### src/rtl/ecnaimd_pkg.sv
// ecnaimd_pkg: shared types, register indexes, action codes and window helpers
// for the ecn/delay aimd congestion window core. no dependencies.
`timescale 1ns / 1ps

package ecnaimd_pkg;

    // field widths
    localparam int unsigned WORD_W    = 32;
    localparam int unsigned MTU_W     = 16;
    localparam int unsigned MINWIN_W  = 17;
    localparam int unsigned ACK_W     = 24;
    localparam int unsigned ACT_W     = 2;
    localparam int unsigned CFG_IDX_W = 3;

    // bytes of header allowed on top of the mtu for the minimum window
    localparam logic [MINWIN_W-1:0] HDR_ALLOWANCE = 17'd40;

    // configuration register indexes
    localparam logic [CFG_IDX_W-1:0] CFG_MTU        = 3'd0;
    localparam logic [CFG_IDX_W-1:0] CFG_INIT_WIN   = 3'd1;
    localparam logic [CFG_IDX_W-1:0] CFG_MAX_WIN    = 3'd2;
    localparam logic [CFG_IDX_W-1:0] CFG_INIT_RTT   = 3'd3;
    localparam logic [CFG_IDX_W-1:0] CFG_TARGET_DLY = 3'd4;

    // action codes
    localparam logic [ACT_W-1:0] ACT_ACK  = 2'd0;
    localparam logic [ACT_W-1:0] ACT_LOSS = 2'd1;
    localparam logic [ACT_W-1:0] ACT_SET  = 2'd2;

    // register reset values
    localparam logic [MTU_W-1:0]  RST_MTU        = 16'd4096;
    localparam logic [WORD_W-1:0] RST_INIT_WIN   = 32'd65536;
    localparam logic [WORD_W-1:0] RST_MAX_WIN    = 32'd1048576;
    localparam logic [WORD_W-1:0] RST_INIT_RTT   = 32'hFFFF_FFFF;
    localparam logic [WORD_W-1:0] RST_TARGET_DLY = 32'd10000;
    // initial window clamped against the reset mtu and maximum
    localparam logic [WORD_W-1:0] RST_WINDOW     = 32'd65536;

    // derived configuration seen by the update logic
    typedef struct packed {
        logic [MTU_W-1:0]    mtu;       // effective mtu, zero read as one
        logic [MINWIN_W-1:0] min_win;
        logic [WORD_W-1:0]   max_win;   // never below min_win
        logic [WORD_W-1:0]   target;
    } t_cfg;

    // flow state
    typedef struct packed {
        logic [WORD_W-1:0] window;
        logic [WORD_W-1:0] bytes_acked;
        logic [WORD_W-1:0] min_rtt;
    } t_state;

    // one input word
    typedef struct packed {
        logic [ACT_W-1:0]  action;
        logic [ACK_W-1:0]  acked_bytes;
        logic              ecn_mark;
        logic [WORD_W-1:0] rtt_sample;
        logic [WORD_W-1:0] new_window;
    } t_item;

    // effective mtu, minimum and maximum windows from raw register values
    function automatic t_cfg cfg_derive(
        input logic [MTU_W-1:0]  mtu_raw,
        input logic [WORD_W-1:0] max_raw,
        input logic [WORD_W-1:0] target
    );
        t_cfg c;
        c.mtu     = (mtu_raw == '0) ? MTU_W'(1) : mtu_raw;
        c.min_win = {1'b0, c.mtu} + HDR_ALLOWANCE;
        c.max_win = (max_raw < WORD_W'(c.min_win)) ? WORD_W'(c.min_win) : max_raw;
        c.target  = target;
        return c;
    endfunction

    // clamp a window into [lo, hi]
    function automatic logic [WORD_W-1:0] clamp_win(
        input logic [WORD_W-1:0]   v,
        input logic [MINWIN_W-1:0] lo,
        input logic [WORD_W-1:0]   hi
    );
        logic [WORD_W-1:0] r;
        if (v < WORD_W'(lo)) begin
            r = WORD_W'(lo);
        end else if (v > hi) begin
            r = hi;
        end else begin
            r = v;
        end
        return r;
    endfunction

endpackage

### src/rtl/ecnaimd_cfg.sv
// ecnaimd_cfg: configuration registers, derived window limits and the state
// reload word issued on every write to a defined register. depends on ecnaimd_pkg.
`timescale 1ns / 1ps

module ecnaimd_cfg (
    input  logic                                i_clk,
    input  logic                                i_rst_n,
    input  logic                                i_cfg_we,
    input  logic [ecnaimd_pkg::CFG_IDX_W-1:0]   i_cfg_index,
    input  logic [ecnaimd_pkg::WORD_W-1:0]      i_cfg_data,
    output ecnaimd_pkg::t_cfg                   o_cfg,
    output logic                                o_reload,
    output ecnaimd_pkg::t_state                 o_reload_state
);

    logic [ecnaimd_pkg::MTU_W-1:0]  r_mtu, n_mtu;
    logic [ecnaimd_pkg::WORD_W-1:0] r_init_win, n_init_win;
    logic [ecnaimd_pkg::WORD_W-1:0] r_max_win, n_max_win;
    logic [ecnaimd_pkg::WORD_W-1:0] r_init_rtt, n_init_rtt;
    logic [ecnaimd_pkg::WORD_W-1:0] r_target, n_target;
    logic                           w_hit;
    ecnaimd_pkg::t_cfg              w_next_cfg;

    // register write decode
    always_comb begin
        n_mtu      = r_mtu;
        n_init_win = r_init_win;
        n_max_win  = r_max_win;
        n_init_rtt = r_init_rtt;
        n_target   = r_target;
        w_hit      = 1'b0;
        if (i_cfg_we) begin
            unique case (i_cfg_index)
                ecnaimd_pkg::CFG_MTU: begin
                    n_mtu = i_cfg_data[ecnaimd_pkg::MTU_W-1:0];
                    w_hit = 1'b1;
                end
                ecnaimd_pkg::CFG_INIT_WIN: begin
                    n_init_win = i_cfg_data;
                    w_hit      = 1'b1;
                end
                ecnaimd_pkg::CFG_MAX_WIN: begin
                    n_max_win = i_cfg_data;
                    w_hit     = 1'b1;
                end
                ecnaimd_pkg::CFG_INIT_RTT: begin
                    n_init_rtt = i_cfg_data;
                    w_hit      = 1'b1;
                end
                ecnaimd_pkg::CFG_TARGET_DLY: begin
                    n_target = i_cfg_data;
                    w_hit    = 1'b1;
                end
                default: begin
                    w_hit = 1'b0;
                end
            endcase
        end
    end

    always_ff @(posedge i_clk) begin
        if (!i_rst_n) begin
            r_mtu      <= ecnaimd_pkg::RST_MTU;
            r_init_win <= ecnaimd_pkg::RST_INIT_WIN;
            r_max_win  <= ecnaimd_pkg::RST_MAX_WIN;
            r_init_rtt <= ecnaimd_pkg::RST_INIT_RTT;
            r_target   <= ecnaimd_pkg::RST_TARGET_DLY;
        end else begin
            r_mtu      <= n_mtu;
            r_init_win <= n_init_win;
            r_max_win  <= n_max_win;
            r_init_rtt <= n_init_rtt;
            r_target   <= n_target;
        end
    end

    // limits for the update path come from the stored registers
    assign o_cfg = ecnaimd_pkg::cfg_derive(r_mtu, r_max_win, r_target);

    // reload word built from the values being written, so it lands on the same edge
    assign w_next_cfg = ecnaimd_pkg::cfg_derive(n_mtu, n_max_win, n_target);
    assign o_reload   = w_hit;

    always_comb begin
        o_reload_state.window      = ecnaimd_pkg::clamp_win(n_init_win, w_next_cfg.min_win,
                                                            w_next_cfg.max_win);
        o_reload_state.bytes_acked = '0;
        o_reload_state.min_rtt     = n_init_rtt;
    end

endmodule

### src/rtl/ecnaimd_upd.sv
// ecnaimd_upd: next flow state for one input word (ack, loss or set window).
// purely combinational. depends on ecnaimd_pkg.
`timescale 1ns / 1ps

module ecnaimd_upd (
    input  ecnaimd_pkg::t_cfg   i_cfg,
    input  ecnaimd_pkg::t_state i_state,
    input  ecnaimd_pkg::t_item  i_item,
    output ecnaimd_pkg::t_state o_state
);

    logic [ecnaimd_pkg::WORD_W-1:0] w_min_rtt;
    logic [ecnaimd_pkg::WORD_W-1:0] w_qdelay;
    logic [ecnaimd_pkg::WORD_W-1:0] w_lo;
    logic [ecnaimd_pkg::WORD_W-1:0] w_half;
    logic [ecnaimd_pkg::WORD_W-1:0] w_dec_win;
    logic [ecnaimd_pkg::WORD_W:0]   w_sum_wide;
    logic [ecnaimd_pkg::WORD_W-1:0] w_sum;
    logic [ecnaimd_pkg::WORD_W:0]   w_grown_wide;
    logic [ecnaimd_pkg::WORD_W-1:0] w_grown_win;

    // minimum rtt tracking; sample never below the new minimum
    assign w_min_rtt = (i_item.rtt_sample < i_state.min_rtt) ? i_item.rtt_sample
                                                             : i_state.min_rtt;
    assign w_qdelay  = i_item.rtt_sample - w_min_rtt;

    // multiplicative decrease, floored at the minimum window
    assign w_lo      = ecnaimd_pkg::WORD_W'(i_cfg.min_win);
    assign w_half    = {1'b0, i_state.window[ecnaimd_pkg::WORD_W-1:1]};
    assign w_dec_win = (w_half < w_lo) ? w_lo : w_half;

    // saturating acked byte counter
    assign w_sum_wide = {1'b0, i_state.bytes_acked}
                      + (ecnaimd_pkg::WORD_W + 1)'(i_item.acked_bytes);
    assign w_sum      = w_sum_wide[ecnaimd_pkg::WORD_W] ? '1
                                                        : w_sum_wide[ecnaimd_pkg::WORD_W-1:0];

    // additive increase, capped at the maximum window
    assign w_grown_wide = {1'b0, i_state.window} + (ecnaimd_pkg::WORD_W + 1)'(i_cfg.mtu);
    assign w_grown_win  = (w_grown_wide > {1'b0, i_cfg.max_win})
                        ? i_cfg.max_win : w_grown_wide[ecnaimd_pkg::WORD_W-1:0];

    // action decode
    always_comb begin
        o_state = i_state;
        unique case (i_item.action)
            ecnaimd_pkg::ACT_ACK: begin
                o_state.min_rtt = w_min_rtt;
                if (i_item.ecn_mark) begin
                    if (w_qdelay >= i_cfg.target) begin
                        o_state.window      = w_dec_win;
                        o_state.bytes_acked = '0;
                    end
                end else if (w_sum >= i_state.window) begin
                    o_state.window      = w_grown_win;
                    o_state.bytes_acked = '0;
                end else begin
                    o_state.bytes_acked = w_sum;
                end
            end
            ecnaimd_pkg::ACT_LOSS: begin
                o_state.window      = w_dec_win;
                o_state.bytes_acked = '0;
            end
            ecnaimd_pkg::ACT_SET: begin
                o_state.window      = ecnaimd_pkg::clamp_win(i_item.new_window, i_cfg.min_win,
                                                             i_cfg.max_win);
                o_state.bytes_acked = '0;
            end
            default: begin
                o_state = i_state;
            end
        endcase
    end

endmodule

### src/rtl/ecn_delay_aimd_window_core.sv
// ecn_delay_aimd_window_core: top level of the per-flow aimd congestion window.
// depends on ecnaimd_pkg, ecnaimd_cfg and ecnaimd_upd.
//
//   channel   handshake                 payload
//   -------   -----------------------   ------------------------------------------
//   input     i_in_valid / o_in_stall   i_action i_acked_bytes i_ecn_mark
//                                       i_rtt_sample_ns i_new_window_bytes
//   output    o_out_valid / i_out_stall o_window_bytes o_base_rtt_ns
//   config    i_cfg_we                  i_cfg_index i_cfg_data
//
// one word per cycle sustained while the output is not stalled; an accepted word passes
// through the input register, then the state update and result register in one pass.
// the flow state register feeds straight back into the update, so consecutive words do not wait on each other.
// synchronous active-low reset loads the register defaults and the reset state.
// a stalled result holds the output register; the input stalls only when the input
// register is full and the result register cannot drain.
`timescale 1ns / 1ps

module ecn_delay_aimd_window_core (
    input  logic                                i_clk,
    input  logic                                i_rst_n,
    // input channel
    input  logic                                i_in_valid,
    output logic                                o_in_stall,
    input  logic [ecnaimd_pkg::ACT_W-1:0]       i_action,
    input  logic [ecnaimd_pkg::ACK_W-1:0]       i_acked_bytes,
    input  logic                                i_ecn_mark,
    input  logic [ecnaimd_pkg::WORD_W-1:0]      i_rtt_sample_ns,
    input  logic [ecnaimd_pkg::WORD_W-1:0]      i_new_window_bytes,
    // output channel
    output logic                                o_out_valid,
    input  logic                                i_out_stall,
    output logic [ecnaimd_pkg::WORD_W-1:0]      o_window_bytes,
    output logic [ecnaimd_pkg::WORD_W-1:0]      o_base_rtt_ns,
    // configuration port
    input  logic                                i_cfg_we,
    input  logic [ecnaimd_pkg::CFG_IDX_W-1:0]   i_cfg_index,
    input  logic [ecnaimd_pkg::WORD_W-1:0]      i_cfg_data
);

    ecnaimd_pkg::t_cfg   w_cfg;
    logic                w_reload;
    ecnaimd_pkg::t_state w_reload_state;
    ecnaimd_pkg::t_state r_state;
    ecnaimd_pkg::t_state w_upd_state;
    ecnaimd_pkg::t_item  r_item;
    logic                r_in_valid;
    logic                r_out_valid;
    logic [ecnaimd_pkg::WORD_W-1:0] r_window_out;
    logic [ecnaimd_pkg::WORD_W-1:0] r_rtt_out;
    logic                w_out_busy;
    logic                w_adv;

    // configuration registers
    ecnaimd_cfg u_cfg (
        .i_clk          (i_clk),
        .i_rst_n        (i_rst_n),
        .i_cfg_we       (i_cfg_we),
        .i_cfg_index    (i_cfg_index),
        .i_cfg_data     (i_cfg_data),
        .o_cfg          (w_cfg),
        .o_reload       (w_reload),
        .o_reload_state (w_reload_state)
    );

    // handshake control
    assign w_out_busy = r_out_valid && i_out_stall;
    assign w_adv      = r_in_valid && !w_out_busy;
    assign o_in_stall = r_in_valid && w_out_busy;

    // input register
    always_ff @(posedge i_clk) begin
        if (!i_rst_n) begin
            r_in_valid <= 1'b0;
        end else if (!o_in_stall) begin
            r_in_valid <= i_in_valid;
        end
    end

    always_ff @(posedge i_clk) begin
        if (i_in_valid && !o_in_stall) begin
            r_item.action      <= i_action;
            r_item.acked_bytes <= i_acked_bytes;
            r_item.ecn_mark    <= i_ecn_mark;
            r_item.rtt_sample  <= i_rtt_sample_ns;
            r_item.new_window  <= i_new_window_bytes;
        end
    end

    // state update
    ecnaimd_upd u_upd (
        .i_cfg   (w_cfg),
        .i_state (r_state),
        .i_item  (r_item),
        .o_state (w_upd_state)
    );

    // flow state, reloaded on any write to a defined register
    always_ff @(posedge i_clk) begin
        if (!i_rst_n) begin
            r_state.window      <= ecnaimd_pkg::RST_WINDOW;
            r_state.bytes_acked <= '0;
            r_state.min_rtt     <= ecnaimd_pkg::RST_INIT_RTT;
        end else if (w_reload) begin
            r_state <= w_reload_state;
        end else if (w_adv) begin
            r_state <= w_upd_state;
        end
    end

    // result register
    always_ff @(posedge i_clk) begin
        if (!i_rst_n) begin
            r_out_valid <= 1'b0;
        end else if (!w_out_busy) begin
            r_out_valid <= r_in_valid;
        end
    end

    always_ff @(posedge i_clk) begin
        if (w_adv) begin
            r_window_out <= w_upd_state.window;
            r_rtt_out    <= w_upd_state.min_rtt;
        end
    end

    assign o_out_valid    = r_out_valid;
    assign o_window_bytes = r_window_out;
    assign o_base_rtt_ns  = r_rtt_out;

    // window always inside the configured limits
    a_win_range: assert property (@(posedge i_clk) disable iff (!i_rst_n)
        (r_state.window >= ecnaimd_pkg::WORD_W'(w_cfg.min_win))
        && (r_state.window <= w_cfg.max_win))
        else $error("window outside limits");

    // counter is cleared before it can reach the window
    a_cnt_below: assert property (@(posedge i_clk) disable iff (!i_rst_n)
        r_state.bytes_acked < r_state.window)
        else $error("acked byte counter reached window");

    // minimum rtt only falls, except on a reload
    a_rtt_mono: assert property (@(posedge i_clk) disable iff (!i_rst_n)
        !i_cfg_we |=> (r_state.min_rtt <= $past(r_state.min_rtt)))
        else $error("minimum rtt rose without reload");

    // a word leaving the input register shows up as a result next cycle
    a_adv_out: assert property (@(posedge i_clk) disable iff (!i_rst_n)
        w_adv |=> (r_out_valid && (r_window_out == $past(w_upd_state.window))))
        else $error("result not delivered after update");

endmodule
### config.mk
export PLATFORM = sky130hd
export DESIGN_NAME = ecn_delay_aimd_window_core
export DESIGN_NICKNAME = d
export VERILOG_FILES = /design/src/rtl/ecnaimd_pkg.sv /design/src/rtl/ecnaimd_cfg.sv /design/src/rtl/ecnaimd_upd.sv /design/src/rtl/ecn_delay_aimd_window_core.sv
export SDC_FILE = /design/constraint.sdc
export NUM_CORES = 1
export LEC_CHECK = 0
export BUFFER_PORTS_ARGS = -buffer_cell sky130_fd_sc_hd__buf_2
export CORE_UTILIZATION = 61
export CTS_CLUSTER_SIZE = 10
export DETAILED_ROUTE_END_ITERATION = 16
export GPL_TIMING_DRIVEN = 0
export PLACE_DENSITY = 0.89
export SYNTH_ARGS = -nofsm -noshare
export SYNTH_HDL_FRONTEND = slang
export SYNTH_SLANG_ARGS = --single-unit
### constraint.sdc
create_clock -name i_clk -period 17.8 [get_ports i_clk]
set_input_delay 0.89 -clock i_clk [delete_from_list [all_inputs] [get_ports i_clk]]
set_output_delay 0.89 -clock i_clk [all_outputs]
set_load 0.02 [all_outputs]
; ---- Word-level counts from Yosys, hierarchy flattened
; Index checks and enable logic that the tools add are counted.
; W data, S select, Z words.
[word_totals]
register_bits = 397
in_bits = 131
[op_classes]
add_sub_neg = 5
magnitude_cmp = 11
eq_ne = 7
n_mux = 30
bitwise_logic = 1
reduce_logical = 16
[ops]
columns = op, n
row1 = $mux W32, 18
row2 = $mux W96, 2
row3 = $pmux W64 S3, 1
row4 = $lt A32 B17 Y1, 4
row5 = $mux W64, 2
row6 = $ge A32 B32 Y1, 2
row7 = $gt A32 B32 Y1, 2
row8 = $mux W16, 4
row9 = $add A16 B6 Y17 const B, 2
row10 = $add A32 B16 Y33, 1
row11 = $add A32 B24 Y33, 1
row12 = $gt A33 B32 Y1, 1
row13 = $logic_not A16 Y1, 2
row14 = $lt A32 B32 Y1, 1
row15 = $sub A32 B32 Y32, 1
row16 = $lt A31 B17 Y1, 1
row17 = $mux W31, 1
row18 = $eq A3 B2 Y1 const B, 2
row19 = $reduce_or A5 Y1, 1
row20 = $logic_and A1 B1 Y1, 4
row21 = $eq A3 B1 Y1 const B, 1
row22 = $eq A3 B3 Y1 const B, 1
row23 = $logic_not A3 Y1, 1
row24 = $ne A3 B2 Y1 const B, 1
row25 = 11 further kinds, 13

; ---- Longest topological paths before layout
[depth]
depth_word = 12
depth_mapped = 45
mapped_depth_nobuf = 43

; ---- By module
; Synthesis repeated with hierarchy kept, for this count alone.
[unflattened]
cells_unflattened = 3677
hier_area_um2 = 31223.7
[by_module_without_submodules]
columns = module, n_inst, cells_per_inst, area_per_inst_um2
row1 = ecnaimd_upd, 1, 1809, 12535.8
row2 = ecnaimd_cfg, 1, 1169, 9864.5
row3 = ecn_delay_aimd_window_core, 1, 699, 8823.5

; ---- Worst setup path before layout
; OpenSTA, ideal clock, no wires.
[synth_path]
path_type = register -> register
start = reg r_item[33] (netlist bit)
end = reg r_window_out (netlist bit o_window_bytes[15]), data pin
setup_ns = 0.260
arrival_ns = 8.682
required_time_ns = 17.540
slack_ns = 8.858
stages_incl_launch_ff = 43
period_less_slack_ns = 8.942
cell_sequence = edfxtp_1 -> ha_1 -> a21o_1 -> a21o_1 -> a21o_1 -> a21o_1 -> a21o_1 -> a21o_1 -> a21oi_1 -> o2111ai_1 -> a221o_1 -> clkbuf_1 -> buf_1 -> mux2i_1 -> fa_1 -> a21o_1 -> a21oi_1 -> o21ai_0 -> [7 not listed] -> nand2_1 -> nor2b_1 -> xnor2_1 -> ha_1 -> and4_1 -> nand4_1 -> nor4_1 -> a311o_1 -> a21oi_1 -> o211ai_1 -> o21ai_1 -> o21a_1 -> clkbuf_1 -> a21oi_1 -> a22o_1 -> a21oi_1 -> o221ai_1 -> mux2_2
[synth_lines]
columns = element, line
row1 = from (decl), ecn_delay_aimd_window_core.sv:46  ; ecnaimd_pkg::t_item r_item;
row2 = to (signal assigned), ecn_delay_aimd_window_core.sv:122  ; r_window_out <= w_upd_state.window;
row3 = to (decl), ecn_delay_aimd_window_core.sv:49  ; logic [ecnaimd_pkg::WORD_W-1:0] r_window_out;

==> key figures <==
GRT
  – All-Layer GR Usage: 41.9%
  – GR Overflow Total: 0
  – Initial antenna violation count: 2
  – Number of global-route vias before repair: about 26000
  – Largest net degree at the start of global routing: 61
  – First-pass GRT wire length: 153000 µm

Yosys
  – Synth Flop Type: dfxtp_1
  – Count of flip-flops with a built-in enable after synthesis: 155
  – Post-Synthesis Cells: 3277
  – Area leader, netlist: dfxtp_1
  – Cell area after synthesis: 28800 µm²
  – Post-synthesis sequential area ratio: 33.0%
  – Synth top area share: between 10% and 20%
  – Flops & latches, synth: ~400
  – Dominant cells by area after synthesis: dfxtp_1 (17%), edfxtp_1 (16%), ha_1 (15%), mux2i_1 (4.9%), nand2_1 (4.5%)
  – Synth unique cells: ~90
  – Post-Synthesis Net Count: 3745
  – Post-synthesis async set-or-reset flop share: 0%
  – Ys Warns: 0
  – Post-synthesis average cell area: 8.79 µm²

Route
  – Final ANT Viol Nets: 0
  – Via count: 27600
  – Initial DRC Count: between 3000 and 4000
  – WL final: 103000 µm
  – DRC: 0
  – Iteration count of the initial detailed-routing pass: 6
  – Via density per instance: 6.63
  – Wire per inst: 24.7 µm

Clock network
  – Clock-pin slew on the worst setup and hold paths: 0.07 ns
  – Post-CTS Setup Inserts: 0
  – CTS Buffer Depth: 3
  – CTS tree: built
  – Clock Sinks: 397
  – Clk root buf: clkbuf_16
  – CTS Hold Bufs: 0
  – Post-cts sizing count: 0
  – Worst skew pair latency: 0.62 ns
  – CTS Buf Count: 48
  – H-tree levels: 2

Critical path
  – Arr. time, crit path: 13.51 ns
  – Max stage delay on crit path: between 0.7 and 0.8 ns
  – Slowest stage cell, crit path: a21oi_1
  – Reg2Reg Depth: 41
  – Critical setup path kind: flip-flop to flip-flop
  – Crit-path most repeated cell: o21ai_0
  – CP Launch Type: flip-flop
  – CP Data Required Time: between 15 and 20 ns
  – Crit Path Max Fanout: 10
  – Crit end category: flip-flop

Floorplanning
  – # rows: 79
  – I/O Pins: between 150 and 200
  – Die H: 219 µm
  – Starting Density: between 60% and 70%
  – Core area: 46600 µm²
  – Chip width: around 220 µm
  – DIE AREA: 48100 µm²

Finish
  – Most common cell after layout, fill and taps aside: nand2_1
  – Layout area overhead: 11.4%
  – Most frequent cells in the layout: nand2_1 (345), ha_1 (334), dfxtp_1 (242), a21oi_1 (236), nor2_1 (219)
  – Filler cell count: 3656
  – Share of layout cells above drive strength 1: 9.44%
  – Nets: 3991
  – Finished Layout Cells: 4167

Timing
  – Fin crit share: between 70% and 80%
  – Slew Viols, Final: 1
  – Worst-Margin Slew: between 1 and 1.5 ns
  – Worst rel slew slack: -1.66%
  – Worst clock skew: 0.0242 ns
  – RSZ-0062 raised after global routing: no
  – FMAX: around 76 MHz
  – Final Setup Violations: 0
  – Hold Fails Final Rpt: 0
  – PnR worst setup slack: 4.66 ns
  – Setup TNS: 0 ns
  – Final Critical Period: 13.14 ns

Pwr
  – Worst vdd ir: about 0.0001 V
  – Pleak: 13.8 nW
  – Pwr dens: 85.0 nW/µm²
  – Total Power: roughly 0.0027 W

Place
  – Pre-CTS WS: 5.13 ns
  – Cell Count Post-Placement: 4080
  – DP Wirelength: 80300 µm
  – Final GP Congestion: 1.04
  – Port Buffer Count: just under 200

Worst hold path
  – Worst min path class: input port to flip-flop
  – Worst Hold Depth: 1

Run status
  – Violated checks: max-capacitance violations, max-slew violations
  – Status: finished with violations

Run
  – Maxcap violations: 1
## sequential cells by signal (all words and copies together) (netlist names)
name,cells
r_state,96
r_item,91
o_base_rtt_ns,32
o_window_bytes,32
u_cfg.r_init_rtt,32
u_cfg.r_init_win,32
u_cfg.r_max_win,32
u_cfg.r_target,32
u_cfg.r_mtu,16
o_out_valid,1
r_in_valid,1
## per-layer routing
layer	vias up	part of all wire (%)	global-route usage (%)	routed length (µm)
met5	-	0.0068	0	7
met4	2	6.6	24.8	6830
met3	382	10	8.15	10800
met2	1713	44	66.8	45200
met1	13000	39	52.5	40200
li1	12600	-	-	-
## power by group
part / leakage [nW] / switching (W) / internal (W)
clock network: 0.703 / 0.000404 / 0.000536
logic: 9.65 / 0.000475 / 0.000275
registers: 3.44 / 0.0000424 / 0.000995
## logic make-up after synthesis
| logic type | synth area share [%] |
|---|---|
| XOR/XNOR | 3.24 |
| flip-flops | 33.0 |
| multiplexers | 6.31 |
| AND/OR/NAND/NOR | 16.1 |
| buffers and inverters | 4.98 |
| AO/OA/AOI/OAI | 21.6 |
| adder cells (fa/ha/maj) | 14.8 |
## cells in the mapped netlist, types with 31 or more instances
master    instances
nand4_1          54
nor3_1           49
o221ai_1         32
nor2b_1          84
inv_1           211
a32oi_1          37
a2111o_1         31
nand3_1          80
a21oi_1         236
o21ai_0         154
o21a_1           34
a22oi_1          31
dfxtp_1         242
nor2_1          219
a21boi_0         36
clkbuf_1        138
nand2_1         345
edfxtp_1        155
mux2i_1         141
a21o_1          111
ha_1            334
xnor2_1          75
mux2_2           36
## final timing paths
path / from / end / slack [ns]
hold / removal: i_action[1] / r_item[90]$_DFFE_PP_ / 0.45
setup / recovery: r_item[49]$_DFFE_PP_ / o_window_bytes[1]$_DFFE_PP_ / 4.66
hold reg to reg: u_cfg.r_target[19]$_SDFFE_PN0P_ / u_cfg.r_target[19]$_SDFFE_PN0P_ / 0.46
setup reg to reg: r_item[49]$_DFFE_PP_ / o_window_bytes[1]$_DFFE_PP_ / 4.66
## critical path, delay by kind of cell (launching register included)
kind	cells	cell delay, ns
AOI/OAI and AO/OA	24	7.81
and+or+nand+nor	9	2.02
buffers and inverters	3	1.07
adders and majority gates	3	0.96
muxes	1	0.49
DFF	1	0.45
xor gates and xnor gates	1	0.13
## per-stage QoR
| stage | area, µm² | utilization [%] | hold WS [ns] |
|---|---|---|---|
| after floorplan | 28800 | - | 0.436 |
| after global placement | 30500 | 65.6 | 0.445 |
| after detailed placement | 30600 | 65.8 | 0.456 |
| after CTS | 32100 | 68.9 | 0.438 |
| after global routing | 32100 | 68.9 | 0.453 |
| final | 32100 | 68.9 | 0.446 |
## final cells by class
type | instances | area [µm²] | area share, %
clock buffer | 81 | 1410 | 4.39
sequential | 397 | 9500 | 29.6
tap | 607 | 759 | 2.37
inverter | 212 | 798 | 2.49
buffer | 161 | 638 | 1.99
antenna | 2 | 5.00 | 0.0156
timing repair buffer | 196 | 1030 | 3.22
multi-input combinational | 2507 | 17900 | 55.8
clock inverter | 4 | 57.6 | 0.179
No activity file was read; power rests on OpenSTA's default activity.
